--- src/sv/csq_pkg.sv ---
// csq_pkg: shared types and codes for the counting semaphore wait queue
// used by the channel interfaces and the top level; no dependencies
package csq_pkg;

	localparam int CMD_W    = 2;
	localparam int ID_W     = 8;
	localparam int STATUS_W = 3;
	localparam int COUNT_W  = 16;
	localparam int WAIT_W   = 5;

	typedef logic [CMD_W-1:0]    cmd_t;
	typedef logic [STATUS_W-1:0] status_t;
	typedef logic [COUNT_W-1:0]  count_t;

	// command codes
	localparam cmd_t CMD_DOWN   = 2'd0;
	localparam cmd_t CMD_TRY    = 2'd1;
	localparam cmd_t CMD_UP     = 2'd2;
	localparam cmd_t CMD_CANCEL = 2'd3;

	// result status codes
	localparam status_t ST_OK          = 3'd0;
	localparam status_t ST_QUEUED      = 3'd1;
	localparam status_t ST_UNAVAIL     = 3'd2;
	localparam status_t ST_REMOVED     = 3'd3;
	localparam status_t ST_NOT_WAITING = 3'd4;
	localparam status_t ST_FULL        = 3'd5;
	localparam status_t ST_SATURATED   = 3'd6;

	localparam count_t COUNT_MAX   = 16'hFFFF;
	localparam count_t COUNT_RESET = 16'd1;

endpackage

--- src/sv/csq_ifs.sv ---
// csq_ifs: valid/ready channel interfaces for command and result beats
// depends on csq_pkg
interface csq_req_if;
	logic                 valid;
	logic                 ready;
	csq_pkg::cmd_t        cmd;
	logic [csq_pkg::ID_W-1:0] requester_id;

	modport source (output valid, output cmd, output requester_id, input ready);
	modport sink   (input valid, input cmd, input requester_id, output ready);
endinterface

interface csq_rsp_if;
	logic                       valid;
	logic                       ready;
	csq_pkg::status_t           status;
	logic                       woken_valid;
	logic [csq_pkg::ID_W-1:0]   woken_id;
	csq_pkg::count_t            count_now;
	logic [csq_pkg::WAIT_W-1:0] waiters_now;

	modport source (output valid, output status, output woken_valid, output woken_id,
		output count_now, output waiters_now, input ready);
	modport sink   (input valid, input status, input woken_valid, input woken_id,
		input count_now, input waiters_now, output ready);
endinterface

--- src/sv/counting_semaphore_wait_queue.sv ---
// counting_semaphore_wait_queue: counting semaphore with a fifo of waiting ids
// depends on csq_pkg and the interfaces in csq_ifs
//
//  channel   kind         beat contents
//  req       valid/ready  cmd, requester_id
//  rsp       valid/ready  status, woken_valid, woken_id, count_now, waiters_now
//  apb       psel/penable initial_count at byte address 0
//
// down, try-down, up with no waiter, cancel on empty queue: answered from idle
// up with a waiter: S_WAKE, S_DONE (head entry read through the ram read port)
// cancel with waiters: S_CMP reads one entry per step while searching, S_MOVE
//   moves each entry behind the removed one toward the head, then S_DONE
// arst_n clears count to 1 and the queue to empty; ram contents need no reset
// a waiting rsp beat holds off every new command until the beat is taken
module counting_semaphore_wait_queue #(
	parameter int QUEUE_DEPTH = 16,
	parameter int ID_BITS     = 8
) (
	input  logic                     clk,
	input  logic                     arst_n,
	csq_req_if.sink                  req,
	csq_rsp_if.source                rsp,
	input  logic                     psel,
	input  logic                     penable,
	input  logic                     pwrite,
	input  logic [2:0]               paddr,
	input  logic [31:0]              pwdata,
	output logic [31:0]              prdata,
	output logic                     pready
);

	// stored id width: ids wider than the port carry no extra bits
	localparam int IdW   = (ID_BITS < csq_pkg::ID_W) ? ID_BITS : csq_pkg::ID_W;
	localparam int HeadW = $clog2(QUEUE_DEPTH);
	localparam int OccW  = $clog2(QUEUE_DEPTH + 1);
	localparam int SumW  = OccW + 2;

	// sequencer states
	localparam logic [2:0] S_IDLE = 3'd0;
	localparam logic [2:0] S_WAKE = 3'd1;
	localparam logic [2:0] S_CMP  = 3'd2;
	localparam logic [2:0] S_MOVE = 3'd3;
	localparam logic [2:0] S_DONE = 3'd4;

	logic [2:0]            state_q, state_d;
	csq_pkg::count_t       init_q;
	csq_pkg::count_t       count_q, count_d;
	logic [HeadW-1:0]      head_q, head_d;
	logic [OccW-1:0]       occ_q, occ_d;
	logic [OccW-1:0]       idx_q, idx_d;
	logic [IdW-1:0]        id_q;

	// wait queue ram, one write port and one read port
	logic [IdW-1:0]        mem_q [QUEUE_DEPTH];
	logic [IdW-1:0]        rdata_q;
	logic                  mem_we, mem_re;
	logic [HeadW-1:0]      mem_wa, mem_ra;
	logic [IdW-1:0]        mem_wd;

	// result held between the end of a long command and the output register
	csq_pkg::status_t      pend_status_q, pend_status_d;
	logic                  pend_wv_q, pend_wv_d;
	logic [IdW-1:0]        pend_wid_q, pend_wid_d;

	// output register
	logic                  res_v_q;
	csq_pkg::status_t      res_status_q;
	logic                  res_wv_q;
	logic [IdW-1:0]        res_wid_q;
	csq_pkg::count_t       res_count_q;
	logic [OccW-1:0]       res_occ_q;

	logic                  load_res;
	csq_pkg::status_t      ld_status;
	logic                  ld_wv;
	logic [IdW-1:0]        ld_wid;

	logic                  out_free;
	logic                  ready_c;
	logic                  cfg_we;
	logic [IdW-1:0]        id_in;
	logic [OccW:0]         occ_x, idx_p1, idx_p2;
	logic                  match, more;

	// ring position of the entry off places behind the head
	function automatic logic [HeadW-1:0] slot_of(input logic [HeadW-1:0] head,
		input logic [OccW:0] off);
		logic [SumW-1:0] sum;
		sum = SumW'(head) + SumW'(off);
		if (sum >= SumW'(QUEUE_DEPTH)) begin
			sum = sum - SumW'(QUEUE_DEPTH);
		end
		return sum[HeadW-1:0];
	endfunction

	assign out_free = !res_v_q || rsp.ready;
	assign ready_c  = (state_q == S_IDLE) && out_free;
	assign req.ready = ready_c;
	assign id_in    = req.requester_id[IdW-1:0];
	assign occ_x    = {1'b0, occ_q};
	assign idx_p1   = {1'b0, idx_q} + (OccW+1)'(1);
	assign idx_p2   = {1'b0, idx_q} + (OccW+1)'(2);
	assign match    = (rdata_q == id_q);
	assign more     = (idx_p1 < occ_x);

	// register port: only initial_count, at index 0
	assign cfg_we = psel && penable && pwrite && (paddr[2] == 1'b0);
	assign pready = 1'b1;
	assign prdata = (paddr[2] == 1'b0) ? {16'b0, init_q} : 32'b0;

	always_comb begin
		state_d       = state_q;
		count_d       = count_q;
		occ_d         = occ_q;
		head_d        = head_q;
		idx_d         = idx_q;
		mem_we        = 1'b0;
		mem_wa        = '0;
		mem_wd        = '0;
		mem_re        = 1'b0;
		mem_ra        = '0;
		load_res      = 1'b0;
		ld_status     = csq_pkg::ST_OK;
		ld_wv         = 1'b0;
		ld_wid        = '0;
		pend_status_d = pend_status_q;
		pend_wv_d     = pend_wv_q;
		pend_wid_d    = pend_wid_q;

		unique case (state_q)
			S_IDLE: begin
				if (req.valid && ready_c) begin
					unique case (req.cmd)
						csq_pkg::CMD_DOWN: begin
							load_res = 1'b1;
							if (count_q != '0) begin
								count_d = count_q - 16'd1;
							end else if (occ_q == OccW'(QUEUE_DEPTH)) begin
								ld_status = csq_pkg::ST_FULL;
							end else begin
								// append at the tail
								mem_we    = 1'b1;
								mem_wa    = slot_of(head_q, occ_x);
								mem_wd    = id_in;
								occ_d     = occ_q + OccW'(1);
								ld_status = csq_pkg::ST_QUEUED;
							end
						end
						csq_pkg::CMD_TRY: begin
							load_res = 1'b1;
							if (count_q != '0) begin
								count_d = count_q - 16'd1;
							end else begin
								ld_status = csq_pkg::ST_UNAVAIL;
							end
						end
						csq_pkg::CMD_UP: begin
							if (occ_q != '0) begin
								// fetch the oldest waiter
								mem_re  = 1'b1;
								mem_ra  = head_q;
								state_d = S_WAKE;
							end else if (count_q == csq_pkg::COUNT_MAX) begin
								load_res  = 1'b1;
								ld_status = csq_pkg::ST_SATURATED;
							end else begin
								load_res = 1'b1;
								count_d  = count_q + 16'd1;
							end
						end
						csq_pkg::CMD_CANCEL: begin
							if (occ_q == '0) begin
								load_res  = 1'b1;
								ld_status = csq_pkg::ST_NOT_WAITING;
							end else begin
								// start the search at the head
								idx_d   = '0;
								mem_re  = 1'b1;
								mem_ra  = head_q;
								state_d = S_CMP;
							end
						end
					endcase
				end
			end
			S_WAKE: begin
				pend_status_d = csq_pkg::ST_OK;
				pend_wv_d     = 1'b1;
				pend_wid_d    = rdata_q;
				head_d        = slot_of(head_q, (OccW+1)'(1));
				occ_d         = occ_q - OccW'(1);
				state_d       = S_DONE;
			end
			S_CMP: begin
				if (match && more) begin
					// close the gap, first entry behind the match
					mem_re  = 1'b1;
					mem_ra  = slot_of(head_q, idx_p1);
					state_d = S_MOVE;
				end else if (match) begin
					occ_d         = occ_q - OccW'(1);
					pend_status_d = csq_pkg::ST_REMOVED;
					pend_wv_d     = 1'b0;
					pend_wid_d    = '0;
					state_d       = S_DONE;
				end else if (more) begin
					idx_d  = idx_p1[OccW-1:0];
					mem_re = 1'b1;
					mem_ra = slot_of(head_q, idx_p1);
				end else begin
					pend_status_d = csq_pkg::ST_NOT_WAITING;
					pend_wv_d     = 1'b0;
					pend_wid_d    = '0;
					state_d       = S_DONE;
				end
			end
			S_MOVE: begin
				// rdata holds entry idx+1, it moves one place toward the head
				mem_we = 1'b1;
				mem_wa = slot_of(head_q, {1'b0, idx_q});
				mem_wd = rdata_q;
				idx_d  = idx_p1[OccW-1:0];
				if (idx_p2 < occ_x) begin
					mem_re = 1'b1;
					mem_ra = slot_of(head_q, idx_p2);
				end else begin
					occ_d         = occ_q - OccW'(1);
					pend_status_d = csq_pkg::ST_REMOVED;
					pend_wv_d     = 1'b0;
					pend_wid_d    = '0;
					state_d       = S_DONE;
				end
			end
			S_DONE: begin
				if (out_free) begin
					load_res  = 1'b1;
					ld_status = pend_status_q;
					ld_wv     = pend_wv_q;
					ld_wid    = pend_wid_q;
					state_d   = S_IDLE;
				end
			end
			default: begin
				state_d = S_IDLE;
			end
		endcase
	end

	always_ff @(posedge clk or negedge arst_n) begin
		if (!arst_n) begin
			state_q <= S_IDLE;
			init_q  <= csq_pkg::COUNT_RESET;
			count_q <= csq_pkg::COUNT_RESET;
			head_q  <= '0;
			occ_q   <= '0;
			idx_q   <= '0;
			res_v_q <= 1'b0;
		end else begin
			state_q <= state_d;
			head_q  <= head_d;
			occ_q   <= occ_d;
			idx_q   <= idx_d;
			if (cfg_we) begin
				init_q  <= pwdata[15:0];
				count_q <= pwdata[15:0];
			end else begin
				count_q <= count_d;
			end
			if (load_res) begin
				res_v_q <= 1'b1;
			end else if (rsp.ready) begin
				res_v_q <= 1'b0;
			end
		end
	end

	// payload registers
	always_ff @(posedge clk) begin
		if (req.valid && ready_c) begin
			id_q <= id_in;
		end
		pend_status_q <= pend_status_d;
		pend_wv_q     <= pend_wv_d;
		pend_wid_q    <= pend_wid_d;
		if (load_res) begin
			res_status_q <= ld_status;
			res_wv_q     <= ld_wv;
			res_wid_q    <= ld_wid;
			res_count_q  <= count_d;
			res_occ_q    <= occ_d;
		end
	end

	// queue ram
	always_ff @(posedge clk) begin
		if (mem_we) begin
			mem_q[mem_wa] <= mem_wd;
		end
		if (mem_re) begin
			rdata_q <= mem_q[mem_ra];
		end
	end

	assign rsp.valid       = res_v_q;
	assign rsp.status      = res_status_q;
	assign rsp.woken_valid = res_wv_q;
	assign rsp.woken_id    = csq_pkg::ID_W'(res_wid_q);
	assign rsp.count_now   = res_count_q;
	assign rsp.waiters_now = csq_pkg::WAIT_W'(res_occ_q);

endmodule

--- src/flat_wrapper.sv ---
// flat-port wrapper written by rule: the top's interface ports become plain ports
module counting_semaphore_wait_queue_flat 
#(
	parameter int QUEUE_DEPTH = 16,
	parameter int ID_BITS     = 8
)
  (clk, arst_n, psel, penable, pwrite, paddr, pwdata, prdata, pready, req_valid, req_cmd, req_requester_id, req_ready, rsp_valid, rsp_status, rsp_woken_valid, rsp_woken_id, rsp_count_now, rsp_waiters_now, rsp_ready);
  csq_req_if req_i ();
  csq_rsp_if rsp_i ();
  input  logic clk;
  input  logic arst_n;
  input  logic psel;
  input  logic penable;
  input  logic pwrite;
  input  logic [2:0] paddr;
  input  logic [31:0] pwdata;
  output logic [31:0] prdata;
  output logic pready;
  input wire logic [$bits(req_i.valid)-1:0] req_valid;
  input wire logic [$bits(req_i.cmd)-1:0] req_cmd;
  input wire logic [$bits(req_i.requester_id)-1:0] req_requester_id;
  output wire logic [$bits(req_i.ready)-1:0] req_ready;
  output wire logic [$bits(rsp_i.valid)-1:0] rsp_valid;
  output wire logic [$bits(rsp_i.status)-1:0] rsp_status;
  output wire logic [$bits(rsp_i.woken_valid)-1:0] rsp_woken_valid;
  output wire logic [$bits(rsp_i.woken_id)-1:0] rsp_woken_id;
  output wire logic [$bits(rsp_i.count_now)-1:0] rsp_count_now;
  output wire logic [$bits(rsp_i.waiters_now)-1:0] rsp_waiters_now;
  input wire logic [$bits(rsp_i.ready)-1:0] rsp_ready;
  assign req_i.valid = req_valid;
  assign req_i.cmd = req_cmd;
  assign req_i.requester_id = req_requester_id;
  assign req_ready = req_i.ready;
  assign rsp_valid = rsp_i.valid;
  assign rsp_status = rsp_i.status;
  assign rsp_woken_valid = rsp_i.woken_valid;
  assign rsp_woken_id = rsp_i.woken_id;
  assign rsp_count_now = rsp_i.count_now;
  assign rsp_waiters_now = rsp_i.waiters_now;
  assign rsp_i.ready = rsp_ready;
  counting_semaphore_wait_queue #(.QUEUE_DEPTH(QUEUE_DEPTH), .ID_BITS(ID_BITS)) u_core (.clk(clk), .arst_n(arst_n), .req(req_i), .rsp(rsp_i), .psel(psel), .penable(penable), .pwrite(pwrite), .paddr(paddr), .pwdata(pwdata), .prdata(prdata), .pready(pready));
endmodule
--- config.mk ---
export PLATFORM = sky130hd
export DESIGN_NAME = counting_semaphore_wait_queue_flat
export DESIGN_NICKNAME = d
export VERILOG_FILES = /design/src/sv/csq_pkg.sv /design/src/sv/csq_ifs.sv /design/src/sv/counting_semaphore_wait_queue.sv /design/src/flat_wrapper.sv
export SDC_FILE = /design/constraint.sdc
export NUM_CORES = 1
export LEC_CHECK = 0
export BUFFER_PORTS_ARGS = -buffer_cell sky130_fd_sc_hd__buf_4
export CELL_PAD_IN_SITES_DETAIL_PLACEMENT = 0
export CELL_PAD_IN_SITES_GLOBAL_PLACEMENT = 1
export CORE_ASPECT_RATIO = 0.75
export CORE_MARGIN = 8
export CORE_UTILIZATION = 45
export CTS_BUF_LIST = sky130_fd_sc_hd__clkbuf_8
export DETAILED_ROUTE_END_ITERATION = 8
export GPL_TIMING_DRIVEN = 0
export PLACE_DENSITY_LB_ADDON = 0.1
export SETUP_SLACK_MARGIN = 0.3
export SLEW_MARGIN = 20
export SYNTH_ARGS = -nofsm -noshare
export SYNTH_HDL_FRONTEND = slang
export SYNTH_SLANG_ARGS = --single-unit
--- constraint.sdc ---
create_clock -name clk -period 3.8 [get_ports clk]
set_clock_uncertainty 0.15 [all_clocks]
set_input_delay 0.76 -clock clk [delete_from_list [all_inputs] [get_ports clk]]
set_output_delay 0.76 -clock clk [all_outputs]
set_load 0.05 [all_outputs]
==> out/results.txt, run 1 <==
Seq pwr share -> 34.1%
Final period util -> 99.3%
CTS Buf Count -> 40
Layout Area Growth over Synthesis -> 26.6%
Drt total wl -> 33300 µm
Fillers -> 2198
Cts hold-fix bufs -> 0
Status -> completed
Port Buffers -> 83
Die ar. -> 31400 µm²
ANT nets after route -> 0
Slew Limit Fails -> 0
P_int -> 6.42 mW
RSZ-0062 raised after global routing -> true
VDD IR max -> 0.446 mV
Cell Pwr Density -> 740 nW/µm²
DP Area -> 12800 µm²
Design Area, Final -> 14800 µm²
Vias in the first global route -> 8217
Chip width -> 202 µm
Max-Cap Viols -> 0
Slew @ Worst Pin -> 1.01 ns
Post-route DRC violation count -> 0
Hold Vio Cnt, Final -> 0
Ant diodes -> 0
Global-route wire length before repair -> 50300 µm
Crit path time final -> 3.78 ns
Comb pwr share -> 45.0%
Reg-to-reg slack, setup -> 0.02 ns
Clock Path Buffers -> 3
Starting density of the core -> 45.4%
Minimum hold slack -> 0.115 ns
Mapped Area -> 11700 µm²
Max_slew headroom -> 31.8%
Remaining global-route overflow -> 0
NetSw -> 4.54 mW
Fmax achieved -> 265 MHz
Clock power share -> 20.9%
Clock Sinks -> 238
Clk Latency, worst-skew pair -> 0.56 ns
Sw Share -> 41.4%
Cells after synthesis -> 1002
Most common cell after layout, fill and taps aside -> edfxtp_1
Drt pass-1 iters -> 5
IO Pins -> 120
Reg2Reg Depth -> 11
EDFF count, synth -> 188
Post-synth ARST share -> 21.0%
# rows -> 51
Setup violators final -> 0
HPWL Detailed -> 22700 µm
Net count, final -> 1274
Most used DFF post-synth -> edfxtp_1
Register bit total from synthesis -> 238
Die H -> 156 µm
Startpoint Class -> flip-flop
Largest net degree at the start of global routing -> 51
Yosys warns -> 0
Setup TNS -> 0 ns
Vias per cell -> 5.57
Synth unique cells -> 80
WP data arrival -> 3.90 ns
WP data required -> 3.92 ns
Syn Area/Cell -> 11.7 µm²
Total number of vias -> 8698
RR Startpoint -> u_core.idx_q[1]
Iteration-0 DRC Markers -> 693
Leading cell types in the layout, fill and taps excluded -> edfxtp_1, nand2_1, buf_4
Worst min-delay path category -> in2async
Leakage -> 5.82 nW
CTS tree -> done
Critical setup path kind -> reg2reg
RD Place Congestion -> 0.851
Core Area -> 25700 µm²
Initial antenna violation count -> 0
Ratio of cells with drive above 1 in the final layout -> 29.1%
Clock-pin slew on the worst setup and hold paths -> 0.07 ns
Total power -> 11.0 mW
Critical path peak fanout -> 10
WL/cell -> 21.3 µm
GR Util All Layers -> 20.6%
Htree depth -> 2
Worst r2r dst -> u_core.rdata_q[1]
Critical Path End Type -> flip-flop
Post-synthesis sequential area ratio -> 59.0%
Root buf cell -> clkbuf_8
state kept, by name, indices dropped and copies added, names as in the netlist, 5 cells and up:
name	count
u_core.rsp.count_now	16
u_core.pend_wid_q	8
u_core.id_q	8
u_core.rsp.woken_id	8
u_core.idx_q	5
u_core.rsp.waiters_now	5
u_core.occ_q	5
u_core.init_q	16
u_core.count_q	16
u_core.rdata_q	8
u_core.mem_q	128
routing by layer:
layer	track usage, %	vias to the layer above	share of wire, %
li1	-	4049	-
met1	32.3	4284	49
met2	28.7	328	41
met3	4.17	37	8.3
met4	4.24	0	1.3
met5	0	-	0
cells in the mapped netlist (all sizes together) (19+ instances only):
cell type,n,share of area [%]
a21oi,55,2.4
ha,26,2.8
mux2i,26,2.2
edfxtp,188,48
inv,19,0.61
nand2,158,5.1
nand3,26,1.1
and2,24,1.3
nor3,21,0.94
dfrtp,48,10
nor2,47,1.5
o21ai,42,1.8
buf,46,2.5
clkbuf,23,0.74
critical path, cell delays in order, from the launching register on:
cell       delay, ns
dfrtp_2         0.45
ha_4            0.19
xor2_2          0.15
ha_1            0.34
a21o_1          0.21
a2111oi_4       0.37
o21ai_4         0.20
o221a_2         0.40
clkbuf_4        0.26
mux2i_2         0.20
o211ai_1        0.40
o21ai_1         0.17
layout make-up:
type                            count  area [µm²]  area share (%)
Inverter                           20        75.1           0.507
Clock inverter                     24         178            1.20
Sequential cell                   238        6900            46.7
Clock buffer                       44         606            4.09
Timing Repair Buffer              133        1260            8.50
Tap cell                          344         430            2.91
Multi-Input combinational cell    690        4890            33.1
Buffer                             69         450            3.04
cell families (layout without fill, tap and decap cells):
kind of cell               Yosys count  count (layout)  synth area share [%]
DFF                                238             238                  59.0
xor gates and xnor gates            37              37                  2.89
muxes                               41              41                  3.67
adders and majority gates           30              30                  3.47
other                                2              17                0.0643
and+or+nand+nor                    363             363                  15.4
AOI/OAI and AO/OA                  202             202                  11.5
buffers and inverters               89             290                  3.91
power by group through the flow:
stage	Combinational, mW	Clock [mW]	Sequential, mW
6_report	4.93	2.28	3.74
5_1_grt	5.35	2.45	3.80
4_1_cts	4.54	2.34	3.74
3_5_place_dp	4.25	0	3.79
3_3_place_gp	4.15	0	3.80
2_1_floorplan	2.49	0	4.20
how the worst max path moves through the flow:
stage,from,endpoint,cells after the start
global route,u_core.idx_q[1],u_core.rdata_q[4],13
finish,u_core.idx_q[1],u_core.rdata_q[1],11
detailed placement,u_core.idx_q[1],u_core.rdata_q[4],13
floorplan,u_core.idx_q[1],u_core.rdata_q[5],12
CTS,u_core.idx_q[1],u_core.rdata_q[1],12
global placement,u_core.idx_q[1],u_core.rdata_q[2],13
timing repair:
action                                  in CTS  in global routing
gates resized for setup                     83                 74
endpoints found under the setup margin     288                273
setup buffers                               21                 25
pin swaps                                   17                 23
cloned                                       1                  1
stage by stage:
stage	worst slack, ns	instances	util [%]
CTS	0.152	1536	55.2
floorplan	0.455	1017	-
detailed placement	-0.717	1446	50.0
global placement	-0.746	1444	49.8
global route	-0.0377	1562	57.5
finish	0.0249	1562	57.5
No activity file was read; power rests on OpenSTA's default activity.
==> run 2: changes to the inputs <==
--- a/config.mk
+++ b/config.mk
@@ -10,7 +10,7 @@
 export CELL_PAD_IN_SITES_GLOBAL_PLACEMENT = 1
 export CORE_ASPECT_RATIO = 0.75
 export CORE_MARGIN = 8
-export CORE_UTILIZATION = 45
+export CORE_UTILIZATION = 52
 export CTS_BUF_LIST = sky130_fd_sc_hd__clkbuf_8
 export DETAILED_ROUTE_END_ITERATION = 8
 export GPL_TIMING_DRIVEN = 0
==> constraint.sdc (replaced) <==
create_clock -name clk -period 4.5 [get_ports clk]
set_clock_uncertainty 0.15 [all_clocks]
set_input_delay 0.9 -clock clk [delete_from_list [all_inputs] [get_ports clk]]
set_output_delay 0.9 -clock clk [all_outputs]
set_load 0.05 [all_outputs]
==> out/results.txt, run 2 (synthesized netlist as in run 1, its figures left out) <==
Worst min-delay path category -> in2async (unchanged)
Setup ws final -> 0.293 ns (was 0.0249 ns)
Vias per cell -> 5.71 (was 5.57)
Worst r2r dst -> u_core.mem_q[3][4] (was u_core.rdata_q[1])
Fillers -> 1851 (was 2198)
Global-route wire length before repair -> 46200 µm (was 50300 µm)
Sw Share -> 41.3% (was 41.4%)
Critical Path End Type -> flip-flop (unchanged)
RR Startpoint -> u_core.count_q[1] (was u_core.idx_q[1])
Slew @ Worst Pin -> 1.03 ns (was 1.01 ns)
Core Area -> 22100 µm² (was 25700 µm²)
Total number of vias -> 8354 (was 8698)
Port Buffers -> 83 (unchanged)
Design Area, Final -> 13600 µm² (was 14800 µm²)
Seq pwr share -> 37.1% (was 34.1%)
Clock Path Buffers -> 3 (unchanged)
Ant diodes -> 0 (unchanged)
Die ar. -> 27600 µm² (was 31400 µm²)
Total power -> 8.51 mW (was 11.0 mW)
Htree depth -> 2 (unchanged)
ANT nets after route -> 0 (unchanged)
Chip width -> 189 µm (was 202 µm)
WP data required -> 4.50 ns (was 3.92 ns)
WP data arrival -> 4.21 ns (was 3.90 ns)
Max reg flops -> 128 (unchanged)
CTS Buf Count -> 38 (was 40)
Most common cell after layout, fill and taps aside -> edfxtp_1 (unchanged)
VDD IR max -> 0.320 mV (was 0.446 mV)
Fmax achieved -> 238 MHz (was 265 MHz)
Drt total wl -> 30000 µm (was 33300 µm)
Remaining global-route overflow -> 0 (unchanged)
Vias in the first global route -> 7901 (was 8217)
Leading cell types in the layout, fill and taps excluded -> edfxtp_1, nand2_1, buf_4 (unchanged)
RD Place Congestion -> 0.875 (was 0.851)
Drt pass-1 iters -> 5 (unchanged)
Critical setup path kind -> reg2reg (unchanged)
NetSw -> 3.52 mW (was 4.54 mW)
Cell Pwr Density -> 627 nW/µm² (was 740 nW/µm²)
Starting density of the core -> 53.0% (was 45.4%)
Slew Limit Fails -> 0 (unchanged)
Hold Vio Cnt, Final -> 0 (unchanged)
Minimum hold slack -> 0.254 ns (was 0.115 ns)
Leakage -> 5.46 nW (was 5.82 nW)
Critical path peak fanout -> 9 (was 10)
Largest Register -> u_core.mem_q (unchanged)
IO Pins -> 120 (unchanged)
Reg2Reg Depth -> 9 (was 11)
RSZ-0062 raised after global routing -> true (unchanged)
# rows -> 47 (was 51)
Clock Sinks -> 238 (unchanged)
Layout Utilization -> 61.6% (was 57.5%)
GR Util All Layers -> 21.3% (was 20.6%)
Status -> completed (unchanged)
Dpl ws -> 0.0701 ns (was -0.717 ns)
Crit path time final -> 4.21 ns (was 3.78 ns)
Final period util -> 93.5% (was 99.3%)
Net count, final -> 1230 (was 1274)
CTS tree -> done (unchanged)
Post-route DRC violation count -> 0 (unchanged)
Clock power share -> 19.9% (was 20.9%)
Die H -> 146 µm (was 156 µm)
Setup violators final -> 0 (unchanged)
Layout Area Growth over Synthesis -> 16.2% (was 26.6%)
Ratio of cells with drive above 1 in the final layout -> 19.8% (was 29.1%)
Clk Latency, worst-skew pair -> 0.54 ns (was 0.56 ns)
Largest net degree at the start of global routing -> 51 (unchanged)
WL/cell -> 20.5 µm (was 21.3 µm)
Root buf cell -> clkbuf_8 (unchanged)
Initial antenna violation count -> 0 (unchanged)
Reg-to-reg slack, setup -> 0.29 ns (was 0.02 ns)
Clock-pin slew on the worst setup and hold paths -> 0.06 ns (was 0.07 ns)
Max-Cap Viols -> 0 (unchanged)
Comb pwr share -> 42.9% (was 45.0%)
P_int -> 5.00 mW (was 6.42 mW)
DP Area -> 12800 µm² (about the same)
HPWL Detailed -> 21400 µm (was 22700 µm)
Cts hold-fix bufs -> 0 (unchanged)
Startpoint Class -> flip-flop (unchanged)
Max_slew headroom -> 30.6% (was 31.8%)
Iteration-0 DRC Markers -> 727 (was 693)
run 2: changes by cell type in the layout (fill, tap and decap cells not counted), moves of 8 or more:
| cell | previous run | this run |
|---|---|---|
| buf_6 | 13 | 3 |
| nor2_4 | 17 | 0 |
| a22o_2 | 8 | 0 |
| mux2i_2 | 9 | 0 |
| buf_4 | 129 | 112 |
| inv_1 | 25 | 33 |
| mux2i_1 | 15 | 26 |
| a22o_1 | 2 | 10 |
| buf_12 | 15 | 0 |
| nor2_1 | 30 | 42 |
run 2: area by class of cell:
class | instances | area (µm²) | share of cell area [%]
Timing Repair Buffer | 91 | 703 | 5.18
Sequential cell | 238 | 6900 | 50.8
Clock inverter | 21 | 116 | 0.857
Tap cell | 294 | 368 | 2.71
Multi-Input combinational cell | 690 | 4470 | 32.9
Clock buffer | 40 | 551 | 4.05
Inverter | 20 | 75.1 | 0.553
Buffer | 69 | 394 | 2.90
run 2: how the worst max path moves through the flow:
| stage | from | end | slack (ns) |
|---|---|---|---|
| 2_1_floorplan | rsp_ready | u_core.rsp.count_now[0] | 0.81 |
| 3_3_place_gp | rsp_ready | u_core.rsp.count_now[4] | -0.63 |
| 3_5_place_dp | u_core.idx_q[1] | u_core.rdata_q[0] | 0.07 |
| 4_1_cts | u_core.idx_q[1] | u_core.rdata_q[0] | 0.30 |
| 5_1_grt | u_core.count_q[1] | u_core.mem_q[7][3] | 0.04 |
| 6_report | u_core.count_q[1] | u_core.mem_q[3][4] | 0.29 |
run 2: power groups by stage:
| stage | Sequential, mW | Clock [mW] | Combinational [mW] |
|---|---|---|---|
| floorplan | 3.55 | 0 | 2.10 |
| global placement | 3.21 | 0 | 3.46 |
| detailed placement | 3.20 | 0 | 3.55 |
| CTS | 3.16 | 1.73 | 3.58 |
| global route | 3.21 | 1.80 | 3.96 |
| finish | 3.16 | 1.70 | 3.66 |
run 2: worst max-delay path, cell delays in order (launching register included):
cell	delay, ns
dfrtp_1	0.46
inv_1	0.09
ha_1	0.20
or3b_2	0.50
nor4_1	0.18
nand2_1	0.22
or4_1	0.46
a21oi_2	0.45
a21oi_1	0.28
nor2_1	0.82
run 2: repair_timing:
| item | in CTS | in global routing |
|---|---|---|
| setup buffers | 0 | 6 |
| endpoints found under the hold margin | 0 | 0 |
| pin swaps | 0 | 2 |
| resized for setup | 4 | 16 |
| endpoints found under the setup margin | 8 | 94 |
run 2: metrics by stage:
stage	instances	setup TNS, ns
detailed placement	1396	0
global placement	1394	-21.10
global route	1463	0
finish	1463	0
floorplan	1017	0
CTS	1457	0
run 2: per-layer routing:
metal / track usage (%) / wire length (µm) / vias to the layer above / part of all wire (%)
met5: 0 / 0 / - / 0
met4: 4.56 / 414 / 0 / 1.4
met3: 4.57 / 2730 / 37 / 9.1
met2: 29.2 / 12200 / 318 / 41
met1: 33.7 / 14600 / 4052 / 49
li1: - / - / 3947 / -
==> run 3: changes to the inputs <==
--- a/config.mk
+++ b/config.mk
@@ -8,7 +8,6 @@
 export BUFFER_PORTS_ARGS = -buffer_cell sky130_fd_sc_hd__buf_4
 export CELL_PAD_IN_SITES_DETAIL_PLACEMENT = 0
 export CELL_PAD_IN_SITES_GLOBAL_PLACEMENT = 1
-export CORE_ASPECT_RATIO = 0.75
 export CORE_MARGIN = 8
 export CORE_UTILIZATION = 52
 export CTS_BUF_LIST = sky130_fd_sc_hd__clkbuf_8
==> out/results.txt, run 3 (synthesized netlist as in run 1, its figures left out) <==
Status -> completed (unchanged)
Sw Share -> 40.5% (was 41.3%)
Seq pwr share -> 36.5% (was 37.1%)
Drt pass-1 iters -> 7 (was 5)
IO Pins -> 120 (unchanged)
GR Util All Layers -> 20.8% (was 21.3%)
Clk Latency, worst-skew pair -> 0.54 ns (about the same)
Startpoint Class -> flip-flop (unchanged)
Htree depth -> 2 (unchanged)
RD Place Congestion -> 0.891 (was 0.875)
Vias in the first global route -> 8160 (was 7901)
Setup ws final -> 0.396 ns (was 0.293 ns)
Slew Limit Fails -> 0 (unchanged)
HPWL Detailed -> 20900 µm (was 21400 µm)
CTS tree -> done (unchanged)
Largest Register -> u_core.mem_q (unchanged)
Drt total wl -> 29200 µm (was 30000 µm)
Clock Path Buffers -> 3 (unchanged)
Layout Utilization -> 61.0% (was 61.6%)
Vias per cell -> 5.67 (was 5.71)
Clock power share -> 21.9% (was 19.9%)
Total power -> 8.64 mW (was 8.51 mW)
Core Area -> 22400 µm² (was 22100 µm²)
P_int -> 5.15 mW (was 5.00 mW)
Ant diodes -> 0 (unchanged)
Buf/Inv on CP -> 1 (unchanged)
Setup violators final -> 0 (unchanged)
Ratio of cells with drive above 1 in the final layout -> 20.0% (was 19.8%)
Leading cell types in the layout, fill and taps excluded -> edfxtp_1, nand2_1, buf_4 (unchanged)
Fmax achieved -> 244 MHz (was 238 MHz)
Initial antenna violation count -> 0 (unchanged)
Post-route DRC violation count -> 0 (unchanged)
Iteration-0 DRC Markers -> 760 (was 727)
Minimum hold slack -> 0.242 ns (was 0.254 ns)
Comb pwr share -> 41.6% (was 42.9%)
CP cell instances -> inv_1 > ha_1 > or3b_2 > nor4_1 > nand2_1 > or4_1 > a21oi_2 > a21oi_1 > nor2_2 (was inv_1 > ha_1 > or3b_2 > nor4_1 > nand2_1 > or4_1 > a21oi_2 > a21oi_1 > nor2_1)
# rows -> 55 (was 47)
Total number of vias -> 8279 (was 8354)
ANT nets after route -> 0 (unchanged)
Max stage delay on crit path -> 0.57 ns (was 0.82 ns)
Max-Cap Viols -> 0 (unchanged)
Largest net degree at the start of global routing -> 51 (unchanged)
Critical path peak fanout -> 9 (unchanged)
Chip width -> 166 µm (was 189 µm)
Dpl ws -> 0.0680 ns (was 0.0701 ns)
Net count, final -> 1228 (was 1230)
Final std cells w/o fill -> 1459 (was 1463)
Remaining global-route overflow -> 0 (unchanged)
Die H -> 166 µm (was 146 µm)
Slew @ Worst Pin -> 0.970 ns (was 1.03 ns)
WP data arrival -> 4.13 ns (was 4.21 ns)
CTS Buf Count -> 40 (was 38)
RR Startpoint -> u_core.count_q[1] (unchanged)
Clock Sinks -> 238 (unchanged)
Die ar. -> 27500 µm² (was 27600 µm²)
Hold Vio Cnt, Final -> 0 (unchanged)
VDD IR max -> 0.345 mV (was 0.320 mV)
Starting density of the core -> 52.3% (was 53.0%)
RSZ-0062 raised after global routing -> true (unchanged)
Root buf cell -> clkbuf_8 (unchanged)
NetSw -> 3.50 mW (was 3.52 mW)
Clock-pin slew on the worst setup and hold paths -> 0.06 ns (about the same)
Final period util -> 91.2% (was 93.5%)
Cts hold-fix bufs -> 0 (unchanged)
Fillers -> 1878 (was 1851)
Number of cells after detailed placement -> 1387 (was 1396)
Layout Area Growth over Synthesis -> 16.7% (was 16.2%)
Crit-path slowest cell -> nor2_2 (was nor2_1)
Critical setup path kind -> reg2reg (unchanged)
Top delay family on crit path -> simple AND/OR/NAND/NOR gates (unchanged)
Most common cell after layout, fill and taps aside -> edfxtp_1 (unchanged)
Max reg flops -> 128 (unchanged)
Global-route wire length before repair -> 45900 µm (was 46200 µm)
Crit path time final -> 4.10 ns (was 4.21 ns)
Leakage -> 5.50 nW (was 5.46 nW)
Worst min-delay path category -> in2async (unchanged)
Port Buffers -> 83 (unchanged)
Max_slew headroom -> 34.7% (was 30.6%)
WP data required -> 4.52 ns (was 4.50 ns)
Cell Pwr Density -> 634 nW/µm² (was 627 nW/µm²)
CP Launch Point -> u_core.count_q[1] (unchanged)
Critical Path End Type -> flip-flop (unchanged)
WL/cell -> 20.0 µm (was 20.5 µm)
[run 3: stage by stage]
stage,setup TNS [ns],instance area [µm²]
4_1_cts,0,13600
6_report,0,13600
5_1_grt,0,13600
3_3_place_gp,-16.23,12700
2_1_floorplan,0,11700
3_5_place_dp,0,12800
[run 3: path summary, 6_finish.rpt]
kind                                      end  slack, ns  cells past startpoint
max                        u_core.mem_q[3][7]       0.40                      9
min                          u_core.head_q[3]       0.24                      1
max reg2reg                u_core.mem_q[3][7]       0.40                      9
min reg2reg                  u_core.init_q[0]       0.31                      2
max in group asynchronous    u_core.init_q[1]       3.49                      1
min in group clk             u_core.init_q[0]       0.31                      2
[run 3: worst register-to-register path: stages, from the launching register on]
cell	delay [ns]
dfrtp_1	0.47
inv_1	0.09
ha_1	0.23
or3b_2	0.49
nor4_1	0.18
nand2_1	0.24
or4_1	0.48
a21oi_2	0.45
a21oi_1	0.38
nor2_2	0.57
[run 3: final cells by class]
type	count	area (µm²)	area share, %
flip-flops and latches	238	6900	50.6
multi-input cells	690	4460	32.7
repair buffers	87	673	4.94
clock buffers	42	578	4.24
plain buffers	69	388	2.84
well taps	285	357	2.61
clock inverters	28	205	1.50
inverters	20	75.1	0.550
[run 3: metal layers]
metal  vias up  GRT usage [%]  share of wire (%)
li1       3943              -                  -
met2       301           31.6                 44
met3        36           4.35                6.7
met5         -              0                  0
met1      3999           29.9                 47
met4         0           5.57                1.4
[run 3: timing repair]
action / CTS / global route
pin swaps: 1 / 0
resized for setup: 4 / 13
endpoints found under the setup margin: 16 / 64
setup buffers: 2 / 0
[run 3: power groups by stage]
| stage | combinational, mW | sequential (mW) | clock [mW] |
|---|---|---|---|
| final | 3.60 | 3.15 | 1.89 |
| after global routing | 3.92 | 3.20 | 2.02 |
| after CTS | 3.58 | 3.15 | 1.92 |
| after detailed placement | 3.54 | 3.19 | 0 |
| after global placement | 3.45 | 3.20 | 0 |
| after floorplan | 2.10 | 3.55 | 0 |
